[config.mk]
export PLATFORM = sky130hd
export DESIGN_NAME = printf_subset_formatter
export DESIGN_NICKNAME = d
export VERILOG_FILES = /design/src/design/pfsf_pkg.sv /design/src/design/printf_subset_formatter.sv /design/src/design/pfsf_front.sv /design/src/design/pfsf_queue.sv /design/src/design/pfsf_back.sv
export SDC_FILE = /design/constraint.sdc
export NUM_CORES = 2
export LEC_CHECK = 0
export BUFFER_PORTS_ARGS = -buffer_cell sky130_fd_sc_hd__buf_4
export CAP_MARGIN = 20
export CORE_UTILIZATION = 44
export DETAILED_ROUTE_END_ITERATION = 6
export GPL_TIMING_DRIVEN = 0
export SLEW_MARGIN = 25
export SYNTH_ARGS = -nofsm -noshare
export SYNTH_HDL_FRONTEND = slang
export SYNTH_HIERARCHICAL = 1
export SYNTH_MEMORY_MAX_BITS = 65536
export SYNTH_SLANG_ARGS = --single-unit
[constraint.sdc]
create_clock -name clk -period 15.6 [get_ports clk]
set_clock_uncertainty 0.05 [all_clocks]
set_input_delay 3.12 -clock clk [delete_from_list [all_inputs] [get_ports clk]]
set_output_delay 3.12 -clock clk [all_outputs]
set_load 0.05 [all_outputs]
[src/design/pfsf_pkg.sv]
// ----------------------------------------------------------------------------
// pfsf_pkg: shared types and constants of the printf subset formatter
// Opcodes, parser modes, the job word between front and back, character
// tables and the decimal weight table.
// ----------------------------------------------------------------------------
package pfsf_pkg;

	localparam int QUEUE_DEPTH_DEF = 4;
	localparam int COUNT_W = 31;

	localparam logic [7:0] CH_PCT   = 8'h25;
	localparam logic [7:0] CH_S     = 8'h73;
	localparam logic [7:0] CH_D     = 8'h64;
	localparam logic [7:0] CH_X     = 8'h78;
	localparam logic [7:0] CH_MINUS = 8'h2D;
	localparam logic [7:0] CH_ZERO  = 8'h30;
	localparam logic [7:0] CH_LPAREN = 8'h28;

	typedef enum logic [2:0] {
		OP_FMT    = 3'd0,
		OP_INT    = 3'd1,
		OP_STR    = 3'd2,
		OP_NULL   = 3'd3,
		OP_FINISH = 3'd4
	} opcode_t;

	typedef enum logic [2:0] {
		MD_NORMAL,
		MD_PCT,
		MD_STR_WAIT,
		MD_STR_RUN,
		MD_DEC,
		MD_HEX
	} mode_t;

	typedef enum logic [2:0] {
		JOB_CHAR,
		JOB_DEC,
		JOB_HEX,
		JOB_NULL,
		JOB_TOTAL,
		JOB_PCT_TOTAL
	} job_kind_t;

	typedef struct packed {
		job_kind_t   kind;
		logic [7:0]  ch;
		logic [31:0] word;  // magnitude for decimal, raw bits for hex
		logic        neg;
	} job_t;

	typedef enum logic [2:0] {
		BK_IDLE,
		BK_DEC,
		BK_HEX,
		BK_NULL,
		BK_TOTAL
	} back_state_t;

	function automatic logic [31:0] pow10(input logic [3:0] p);
		logic [31:0] r;
		unique case (p)
			4'd0: r = 32'd1;
			4'd1: r = 32'd10;
			4'd2: r = 32'd100;
			4'd3: r = 32'd1000;
			4'd4: r = 32'd10000;
			4'd5: r = 32'd100000;
			4'd6: r = 32'd1000000;
			4'd7: r = 32'd10000000;
			4'd8: r = 32'd100000000;
			4'd9: r = 32'd1000000000;
			default: r = 32'd0;
		endcase
		return r;
	endfunction

	function automatic logic [7:0] hex_char(input logic [3:0] n);
		logic [7:0] r;
		if (n < 4'd10) begin
			r = 8'h30 + {4'b0, n};
		end else begin
			r = 8'h57 + {4'b0, n};
		end
		return r;
	endfunction

	function automatic logic [7:0] null_char(input logic [2:0] i);
		logic [7:0] r;
		unique case (i)
			3'd0: r = 8'h28;
			3'd1: r = 8'h6E;
			3'd2: r = 8'h75;
			3'd3: r = 8'h6C;
			3'd4: r = 8'h6C;
			3'd5: r = 8'h29;
			default: r = 8'h00;
		endcase
		return r;
	endfunction

endpackage

[src/design/printf_subset_formatter.sv]
// ----------------------------------------------------------------------------
// printf_subset_formatter: streaming formatter for %s, %d and %x
// Input items carry format bytes, arguments and finish requests; results
// are output characters with a running count, and the count at finish.
// ----------------------------------------------------------------------------
// Usage:
//   Input channel: drive opcode, data_byte and arg_word with push; a word is
//   taken at a clock edge where push is high and full is low. The parser
//   takes one word a cycle while the job queue has room.
//   Result channel: while empty is low the oldest result word is on
//   out_kind, out_char, total_count and last; pop takes it.
//   Path: an item goes into the job queue, and the generator registers its
//   first result word in the output register; a non-negative decimal is
//   loaded first, with no word. Throughput: one character a cycle from the
//   generator while pop keeps up. A decimal argument is loaded (a minus sign
//   if negative), then gives its digits; a hex argument its nibbles; a null
//   string six characters; other items one word, a finish after a pending
//   percent a percent and the total. The generator sets the rate.
//   Reset clears the parser mode, the job queue, the count and the output
//   register. When pop stays low the result word holds, the generator stops
//   and the queue fills until full rises.
// ----------------------------------------------------------------------------
module printf_subset_formatter
	import pfsf_pkg::*;
#(
	parameter int QUEUE_DEPTH = QUEUE_DEPTH_DEF
) (
	input  logic               clk,
	input  logic               arst_n,
	input  logic               push,
	output logic               full,
	input  logic [2:0]         opcode,
	input  logic [7:0]         data_byte,
	input  logic [31:0]        arg_word,
	output logic               empty,
	input  logic               pop,
	output logic               out_kind,
	output logic [7:0]         out_char,
	output logic [COUNT_W-1:0] total_count,
	output logic               last
);

	logic take;
	logic job_valid;
	job_t job_in;
	job_t job_out;
	logic job_empty;
	logic job_pop;

	assign take = push && !full;

	pfsf_front u_front (
		.clk       (clk),
		.arst_n    (arst_n),
		.take      (take),
		.opcode    (opcode),
		.data_byte (data_byte),
		.arg_word  (arg_word),
		.job_valid (job_valid),
		.job       (job_in)
	);

	pfsf_queue #(
		.DEPTH (QUEUE_DEPTH)
	) u_queue (
		.clk    (clk),
		.arst_n (arst_n),
		.push   (take && job_valid),
		.wdata  (job_in),
		.full   (full),
		.pop    (job_pop),
		.rdata  (job_out),
		.empty  (job_empty)
	);

	pfsf_back u_back (
		.clk         (clk),
		.arst_n      (arst_n),
		.job_empty   (job_empty),
		.job         (job_out),
		.job_pop     (job_pop),
		.empty       (empty),
		.pop         (pop),
		.out_kind    (out_kind),
		.out_char    (out_char),
		.total_count (total_count),
		.last        (last)
	);

endmodule

[src/design/pfsf_front.sv]
// ----------------------------------------------------------------------------
// pfsf_front: format parser
// Tracks the parser mode, drops out-of-place items and turns every item that
// produces output into one job for the back end.
// ----------------------------------------------------------------------------
module pfsf_front
	import pfsf_pkg::*;
(
	input  logic        clk,
	input  logic        arst_n,
	input  logic        take,
	input  logic [2:0]  opcode,
	input  logic [7:0]  data_byte,
	input  logic [31:0] arg_word,
	output logic        job_valid,
	output job_t        job
);

	mode_t mode_q;
	mode_t mode_d;

	always_ff @(posedge clk or negedge arst_n) begin
		if (!arst_n) begin
			mode_q <= MD_NORMAL;
		end else if (take) begin
			mode_q <= mode_d;
		end
	end

	// Next mode.
	always_comb begin
		mode_d = mode_q;
		unique case (opcode)
			OP_FMT: begin
				if (data_byte != 8'd0) begin
					if (mode_q == MD_NORMAL) begin
						if (data_byte == CH_PCT) begin
							mode_d = MD_PCT;
						end
					end else if (mode_q == MD_PCT) begin
						priority if (data_byte == CH_S) begin
							mode_d = MD_STR_WAIT;
						end else if (data_byte == CH_D) begin
							mode_d = MD_DEC;
						end else if (data_byte == CH_X) begin
							mode_d = MD_HEX;
						end else begin
							mode_d = MD_NORMAL;
						end
					end
				end
			end
			OP_INT: begin
				if (mode_q == MD_DEC || mode_q == MD_HEX) begin
					mode_d = MD_NORMAL;
				end
			end
			OP_STR: begin
				if (mode_q == MD_STR_WAIT || mode_q == MD_STR_RUN) begin
					mode_d = (data_byte == 8'd0) ? MD_NORMAL : MD_STR_RUN;
				end
			end
			OP_NULL: begin
				if (mode_q == MD_STR_WAIT) begin
					mode_d = MD_NORMAL;
				end
			end
			OP_FINISH: mode_d = MD_NORMAL;
			default: mode_d = mode_q;
		endcase
	end

	// Job generation.
	always_comb begin
		job_valid = 1'b0;
		job.kind  = JOB_CHAR;
		job.ch    = data_byte;
		job.word  = arg_word;
		job.neg   = 1'b0;
		unique case (opcode)
			OP_FMT: begin
				if (data_byte != 8'd0) begin
					if (mode_q == MD_NORMAL) begin
						job_valid = (data_byte != CH_PCT);
					end else if (mode_q == MD_PCT) begin
						job_valid = (data_byte != CH_S) && (data_byte != CH_D) &&
							(data_byte != CH_X);
					end
				end
			end
			OP_INT: begin
				if (mode_q == MD_DEC) begin
					job_valid = 1'b1;
					job.kind  = JOB_DEC;
					job.neg   = arg_word[31];
					job.word  = arg_word[31] ? (32'd0 - arg_word) : arg_word;
				end else if (mode_q == MD_HEX) begin
					job_valid = 1'b1;
					job.kind  = JOB_HEX;
				end
			end
			OP_STR: begin
				job_valid = (mode_q == MD_STR_WAIT || mode_q == MD_STR_RUN) &&
					(data_byte != 8'd0);
			end
			OP_NULL: begin
				job_valid = (mode_q == MD_STR_WAIT);
				job.kind  = JOB_NULL;
			end
			OP_FINISH: begin
				job_valid = 1'b1;
				job.kind  = (mode_q == MD_PCT) ? JOB_PCT_TOTAL : JOB_TOTAL;
			end
			default: job_valid = 1'b0;
		endcase
	end

endmodule

[src/design/pfsf_queue.sv]
// ----------------------------------------------------------------------------
// pfsf_queue: job queue
// A small first-in first-out queue of jobs between the parser and the
// character generator.
// ----------------------------------------------------------------------------
module pfsf_queue
	import pfsf_pkg::*;
#(
	parameter int DEPTH = QUEUE_DEPTH_DEF
) (
	input  logic clk,
	input  logic arst_n,
	input  logic push,
	input  job_t wdata,
	output logic full,
	input  logic pop,
	output job_t rdata,
	output logic empty
);

	localparam int AW = (DEPTH > 1) ? $clog2(DEPTH) : 1;
	localparam int CW = $clog2(DEPTH + 1);
	localparam logic [AW-1:0] LAST_PTR = AW'(DEPTH - 1);
	localparam logic [CW-1:0] FULL_CNT = CW'(DEPTH);

	job_t          mem [DEPTH];
	logic [AW-1:0] wr_ptr_q;
	logic [AW-1:0] rd_ptr_q;
	logic [CW-1:0] cnt_q;
	logic          do_push;
	logic          do_pop;

	assign full    = (cnt_q == FULL_CNT);
	assign empty   = (cnt_q == '0);
	assign do_push = push && !full;
	assign do_pop  = pop && !empty;
	assign rdata   = mem[rd_ptr_q];

	always_ff @(posedge clk) begin
		if (do_push) begin
			mem[wr_ptr_q] <= wdata;
		end
	end

	always_ff @(posedge clk or negedge arst_n) begin
		if (!arst_n) begin
			wr_ptr_q <= '0;
			rd_ptr_q <= '0;
			cnt_q    <= '0;
		end else begin
			if (do_push) begin
				wr_ptr_q <= (wr_ptr_q == LAST_PTR) ? '0 : wr_ptr_q + 1'b1;
			end
			if (do_pop) begin
				rd_ptr_q <= (rd_ptr_q == LAST_PTR) ? '0 : rd_ptr_q + 1'b1;
			end
			if (do_push && !do_pop) begin
				cnt_q <= cnt_q + 1'b1;
			end else if (do_pop && !do_push) begin
				cnt_q <= cnt_q - 1'b1;
			end
		end
	end

endmodule

[src/design/pfsf_back.sv]
// ----------------------------------------------------------------------------
// pfsf_back: character generator
// Expands jobs into characters one per cycle while pop keeps up, keeps the
// saturating character count and holds the result word in an output register.
// ----------------------------------------------------------------------------
module pfsf_back
	import pfsf_pkg::*;
(
	input  logic                clk,
	input  logic                arst_n,
	input  logic                job_empty,
	input  job_t                job,
	output logic                job_pop,
	output logic                empty,
	input  logic                pop,
	output logic                out_kind,
	output logic [7:0]          out_char,
	output logic [COUNT_W-1:0]  total_count,
	output logic                last
);

	localparam logic [COUNT_W-1:0] COUNT_MAX = '1;

	back_state_t        state_q;
	back_state_t        state_d;
	logic [31:0]        mag_q;
	logic [31:0]        mag_d;
	logic [3:0]         pos_q;
	logic [3:0]         pos_d;
	logic [COUNT_W-1:0] cnt_q;
	logic [COUNT_W-1:0] cnt_inc;
	logic               out_valid_q;
	logic               adv;
	logic               take;

	logic               emit;
	logic               e_kind;
	logic [7:0]         e_char;
	logic               e_last;

	logic [34:0]        diff [1:9];
	logic [3:0]         digit;
	logic [31:0]        mag_rem;
	logic [3:0]         dec_start;
	logic [3:0]         hex_start;
	logic [3:0]         nib;

	assign adv     = !out_valid_q || pop;
	assign take    = (state_q == BK_IDLE) && !job_empty && adv;
	assign job_pop = take;
	assign empty   = !out_valid_q;
	assign cnt_inc = (cnt_q == COUNT_MAX) ? cnt_q : cnt_q + 1'b1;
	assign nib     = mag_q[{pos_q[2:0], 2'b00} +: 4];

	// One decimal digit a cycle while the output advances: try every multiple of
	// the current power of ten and keep the largest that does not exceed the remaining magnitude.
	always_comb begin
		digit   = 4'd0;
		mag_rem = mag_q;
		for (int k = 1; k <= 9; k++) begin
			diff[k] = {3'b000, mag_q} - 35'(34'(pow10(pos_q)) * 34'(k));
			if (!diff[k][34]) begin
				digit   = 4'(k);
				mag_rem = diff[k][31:0];
			end
		end
	end

	// Start positions: number of decimal digits minus one, and the highest
	// nonzero nibble.
	always_comb begin
		dec_start = 4'd0;
		hex_start = 4'd0;
		for (int p = 1; p <= 9; p++) begin
			if (job.word >= pow10(4'(p))) begin
				dec_start = dec_start + 4'd1;
			end
		end
		for (int i = 1; i < 8; i++) begin
			if (job.word[4*i +: 4] != 4'd0) begin
				hex_start = 4'(i);
			end
		end
	end

	// Next state.
	always_comb begin
		state_d = state_q;
		mag_d   = mag_q;
		pos_d   = pos_q;
		unique case (state_q)
			BK_IDLE: begin
				if (take) begin
					mag_d = job.word;
					unique case (job.kind)
						JOB_PCT_TOTAL: state_d = BK_TOTAL;
						JOB_NULL: begin
							state_d = BK_NULL;
							pos_d   = 4'd1;
						end
						JOB_DEC: begin
							state_d = BK_DEC;
							pos_d   = dec_start;
						end
						JOB_HEX: begin
							state_d = BK_HEX;
							pos_d   = hex_start;
						end
						default: state_d = BK_IDLE;
					endcase
				end
			end
			BK_DEC: begin
				if (adv) begin
					mag_d = mag_rem;
					pos_d = pos_q - 4'd1;
					if (pos_q == 4'd0) begin
						state_d = BK_IDLE;
					end
				end
			end
			BK_HEX: begin
				if (adv) begin
					pos_d = pos_q - 4'd1;
					if (pos_q == 4'd0) begin
						state_d = BK_IDLE;
					end
				end
			end
			BK_NULL: begin
				if (adv) begin
					pos_d = pos_q + 4'd1;
					if (pos_q == 4'd5) begin
						state_d = BK_IDLE;
					end
				end
			end
			BK_TOTAL: begin
				if (adv) begin
					state_d = BK_IDLE;
				end
			end
			default: state_d = BK_IDLE;
		endcase
	end

	// Emitted word.
	always_comb begin
		emit   = 1'b0;
		e_kind = 1'b0;
		e_char = 8'd0;
		e_last = 1'b0;
		unique case (state_q)
			BK_IDLE: begin
				if (take) begin
					unique case (job.kind)
						JOB_CHAR: begin
							emit   = 1'b1;
							e_char = job.ch;
							e_last = 1'b1;
						end
						JOB_TOTAL: begin
							emit   = 1'b1;
							e_kind = 1'b1;
							e_last = 1'b1;
						end
						JOB_PCT_TOTAL: begin
							emit   = 1'b1;
							e_char = CH_PCT;
						end
						JOB_NULL: begin
							emit   = 1'b1;
							e_char = CH_LPAREN;
						end
						JOB_DEC: begin
							emit   = job.neg;
							e_char = CH_MINUS;
						end
						default: emit = 1'b0;
					endcase
				end
			end
			BK_DEC: begin
				emit   = adv;
				e_char = CH_ZERO + {4'b0, digit};
				e_last = (pos_q == 4'd0);
			end
			BK_HEX: begin
				emit   = adv;
				e_char = hex_char(nib);
				e_last = (pos_q == 4'd0);
			end
			BK_NULL: begin
				emit   = adv;
				e_char = null_char(pos_q[2:0]);
				e_last = (pos_q == 4'd5);
			end
			BK_TOTAL: begin
				emit   = adv;
				e_kind = 1'b1;
				e_last = 1'b1;
			end
			default: emit = 1'b0;
		endcase
	end

	always_ff @(posedge clk or negedge arst_n) begin
		if (!arst_n) begin
			state_q     <= BK_IDLE;
			cnt_q       <= '0;
			out_valid_q <= 1'b0;
		end else begin
			state_q <= state_d;
			if (adv) begin
				out_valid_q <= emit;
			end
			if (emit) begin
				cnt_q <= e_kind ? '0 : cnt_inc;
			end
		end
	end

	always_ff @(posedge clk) begin
		mag_q <= mag_d;
		pos_q <= pos_d;
		if (emit) begin
			out_kind    <= e_kind;
			out_char    <= e_char;
			total_count <= e_kind ? cnt_q : cnt_inc;
			last        <= e_last;
		end
	end

endmodule

==> summary.txt <==
clock buffer depth: 3
Top FF cell, synth: edfxtp_1
Setup crit end: u_back/mag_q[6]$_DFFE_PP_
clock sink total: 321
Area Growth Syn to Fin: 9.335%
Slowest Stage Delay on Critical Path: 0.92 ns
DP HPWL: 96150 µm
sequential-to-total area share from yosys stat: 25.45%
maximum fanout along the worst path: 17
share of layout cells above drive strength 1: 7.340%
TritonRoute pass-1 iters: 6
FP Rows: 104
fin crit share: 57.42%
antenna violations before repair: 1
I/O Buffers: 88
Reg area: 9185 µm²
largest net degree at the start of global routing: 51
final net count: 4646
Setup crit end kind: flip-flop
Hold Buf Count CTS: 0
TritonCTS Buffers: 35
Initial Util: 44.65%
Final Core Density: 48.82%
GRT Util Overall: 28.70%
total global routing overflow: 0
Synth top area share: 21.05%
final hold violation count: 0
number of top-level pins: 90
R2R Path End: u_back/mag_q[6]$_DFFE_PP_
DRC: 0
H-tree Lvls: 2
worst rel slew slack: 19.59%
Ys Warns: 6
worst min path class: reg -> reg
die area: 83160 µm²
Post-synth ARST share: 14.02%
Filler cells: 7833
root buffer cell: clkbuf_16
placed cell area: 38260 µm²
Post-synth top cells: ha_1, a21oi_1, inv_1, nand2_1, o21ai_0
R2R cell count: 28
final setup fails: 0
Skew-Pair Late Insertion Delay: 0.55 ns
count leader, synth: ha_1
die width: 288.4 µm
reg2reg setup slack: 6.64 ns
CTS tree: done
first-pass GRT wire length: 181300 µm
setup tns final: 0 ns
gpl congestion: 0.9857
Worst-Margin Slew: 1.202 ns
Final Cell Area: 39450 µm²
Syn Inst Count: 3942
area leader, netlist: edfxtp_1
crit path DAT: 9.19 ns
EDFF count, synth: 253
slowest CP cell: o41ai_1
Post-CTS Setup Bufs: 0
fin crit period: 8.958 ns
max frequency: 111.6 MHz
#FFs+latches synth: 321
clock slew at reported path FFs: 0.06 ns
CP dominant cell by count: a21oi_1
Core Box Area: 80810 µm²
netlist area before placement: 36080 µm²
Resize count post-CTS: 0
syn avg cell area: 9.154 µm²
main area contributors after synthesis: edfxtp_1, ha_1, fa_1
vias in the first global route: 30590
max-slew violation count: 0
CP startpoint kind: flip-flop
area occupied by multi-input gates: 25270 µm²
vias per inst: 6.073
RSZ-0062 raised after global routing: no
antenna cells: 0
Crit Path Class: reg -> reg
Synth cell types: 96
die outline height: 288.4 µm
WL/cell: 23.40 µm
syn_nets: 4513
1st-iter DRT viols: 2434
final wirelength: 120800 µm
maxcap violations: 0
Worst Path Required: 15.83 ns
antenna-violating nets left: 0
via count: 31340
run status: completed
flip-flops by register name, summed over array words and instances (netlist names), named ones only:
signal,flops
u_queue/mem,176
u_back/mag_q,32
u_back/cnt_q,31
u_back/total_count,31
u_back/out_char,8
u_back/pos_q,4
u_back/state_q,3
u_front/mode_q,3
u_queue/cnt_q,3
u_queue/rd_ptr_q,2
u_queue/wr_ptr_q,2
u_back/last,1
u_back/out_kind,1
u_back/out_valid_q,1
cells in the final DEF (no fill, tap or decap), types with 29 or more instances in the layout:
| cell type | instances |
|---|---|
| a221oi_1 | 29 |
| edfxtp_1 | 253 |
| dfrtp_1 | 45 |
| nand4_1 | 32 |
| a21oi_1 | 303 |
| mux4_2 | 52 |
| o21a_1 | 60 |
| xnor2_1 | 203 |
| a21o_1 | 155 |
| nand3_1 | 78 |
| a31oi_1 | 56 |
| nor3_1 | 78 |
| nand2_1 | 282 |
| and3_1 | 45 |
| clkbuf_1 | 109 |
| nand2b_1 | 63 |
| o31ai_1 | 43 |
| a211oi_1 | 52 |
| xor2_1 | 136 |
| o21ai_0 | 261 |
| clkbuf_16 | 35 |
| nor2b_1 | 43 |
| nor2_1 | 243 |
| ha_1 | 390 |
| buf_4 | 102 |
| o211ai_1 | 45 |
| fa_1 | 134 |
| inv_1 | 279 |
final cells by class:
cell class / instances / area share (%)
flip-flops and latches: 321 / 23.28
repair buffers: 96 / 2.080
plain buffers: 136 / 1.497
clock inverters: 19 / 0.6216
clock buffers: 44 / 2.382
inverters: 285 / 2.715
well taps: 1060 / 3.362
multi-input cells: 3200 / 64.06
worst max-delay path, delay by kind of cell, from the launching register on:
kind                     cells  cell delay, ns
AO/OA/AOI/OAI               18            4.28
AND/OR/NAND/NOR              4            1.57
buffers and inverters        3            0.95
flip-flops                   1            0.88
adder cells (fa/ha/maj)      2            0.74
XOR/XNOR                     1            0.18
per-stage QoR:
stage          worst slack (ns)  hold WS, ns  cells
2_1_floorplan             8.574       0.4366   3942
3_3_place_gp              4.938       0.4652   5090
4_1_cts                   6.799       0.4852   5160
5_1_grt                   6.178       0.5063   5161
6_report                  6.642       0.4878   5161
3_5_place_dp              6.822       0.4728   5097
worst min-delay path by stage:
stage / cells past startpoint / end / start / slack (ns)
5_1_grt: 1 / u_queue/cnt_q[2]$_DFFE_PN0P_ / u_queue/cnt_q[2]$_DFFE_PN0P_ / 0.51
2_1_floorplan: 1 / u_back/cnt_q[29]$_DFFE_PN0P_ / u_back/cnt_q[29]$_DFFE_PN0P_ / 0.44
6_report: 1 / u_back/cnt_q[29]$_DFFE_PN0P_ / u_back/cnt_q[29]$_DFFE_PN0P_ / 0.49
4_1_cts: 1 / u_back/cnt_q[29]$_DFFE_PN0P_ / u_back/cnt_q[29]$_DFFE_PN0P_ / 0.49
3_5_place_dp: 1 / u_back/cnt_q[29]$_DFFE_PN0P_ / u_back/cnt_q[29]$_DFFE_PN0P_ / 0.47
3_3_place_gp: 1 / u_queue/cnt_q[2]$_DFFE_PN0P_ / u_queue/cnt_q[2]$_DFFE_PN0P_ / 0.47
logic make-up after synthesis:
logic type,count (synthesis),synth area share (%)
AO/OA/AOI/OAI,1241,22.57
XOR/XNOR,340,8.291
adder cells (fa/ha/maj),524,20.96
buffers and inverters,421,4.588
flip-flops,321,25.45
multiplexers,90,4.362
AND/OR/NAND/NOR,1005,13.78
layer usage:
layer	up-vias	part of all wire (%)	track usage, %
li1	14820	-	-
met1	15300	43	38.28
met2	1028	47	49.01
met3	189	5.5	2.488
met4	0	3.5	9.246
met5	-	0	0
Power is left out: the tool's default activity adds up to more than one toggle a clock period on the data nets, which glitch-free logic cannot reach.
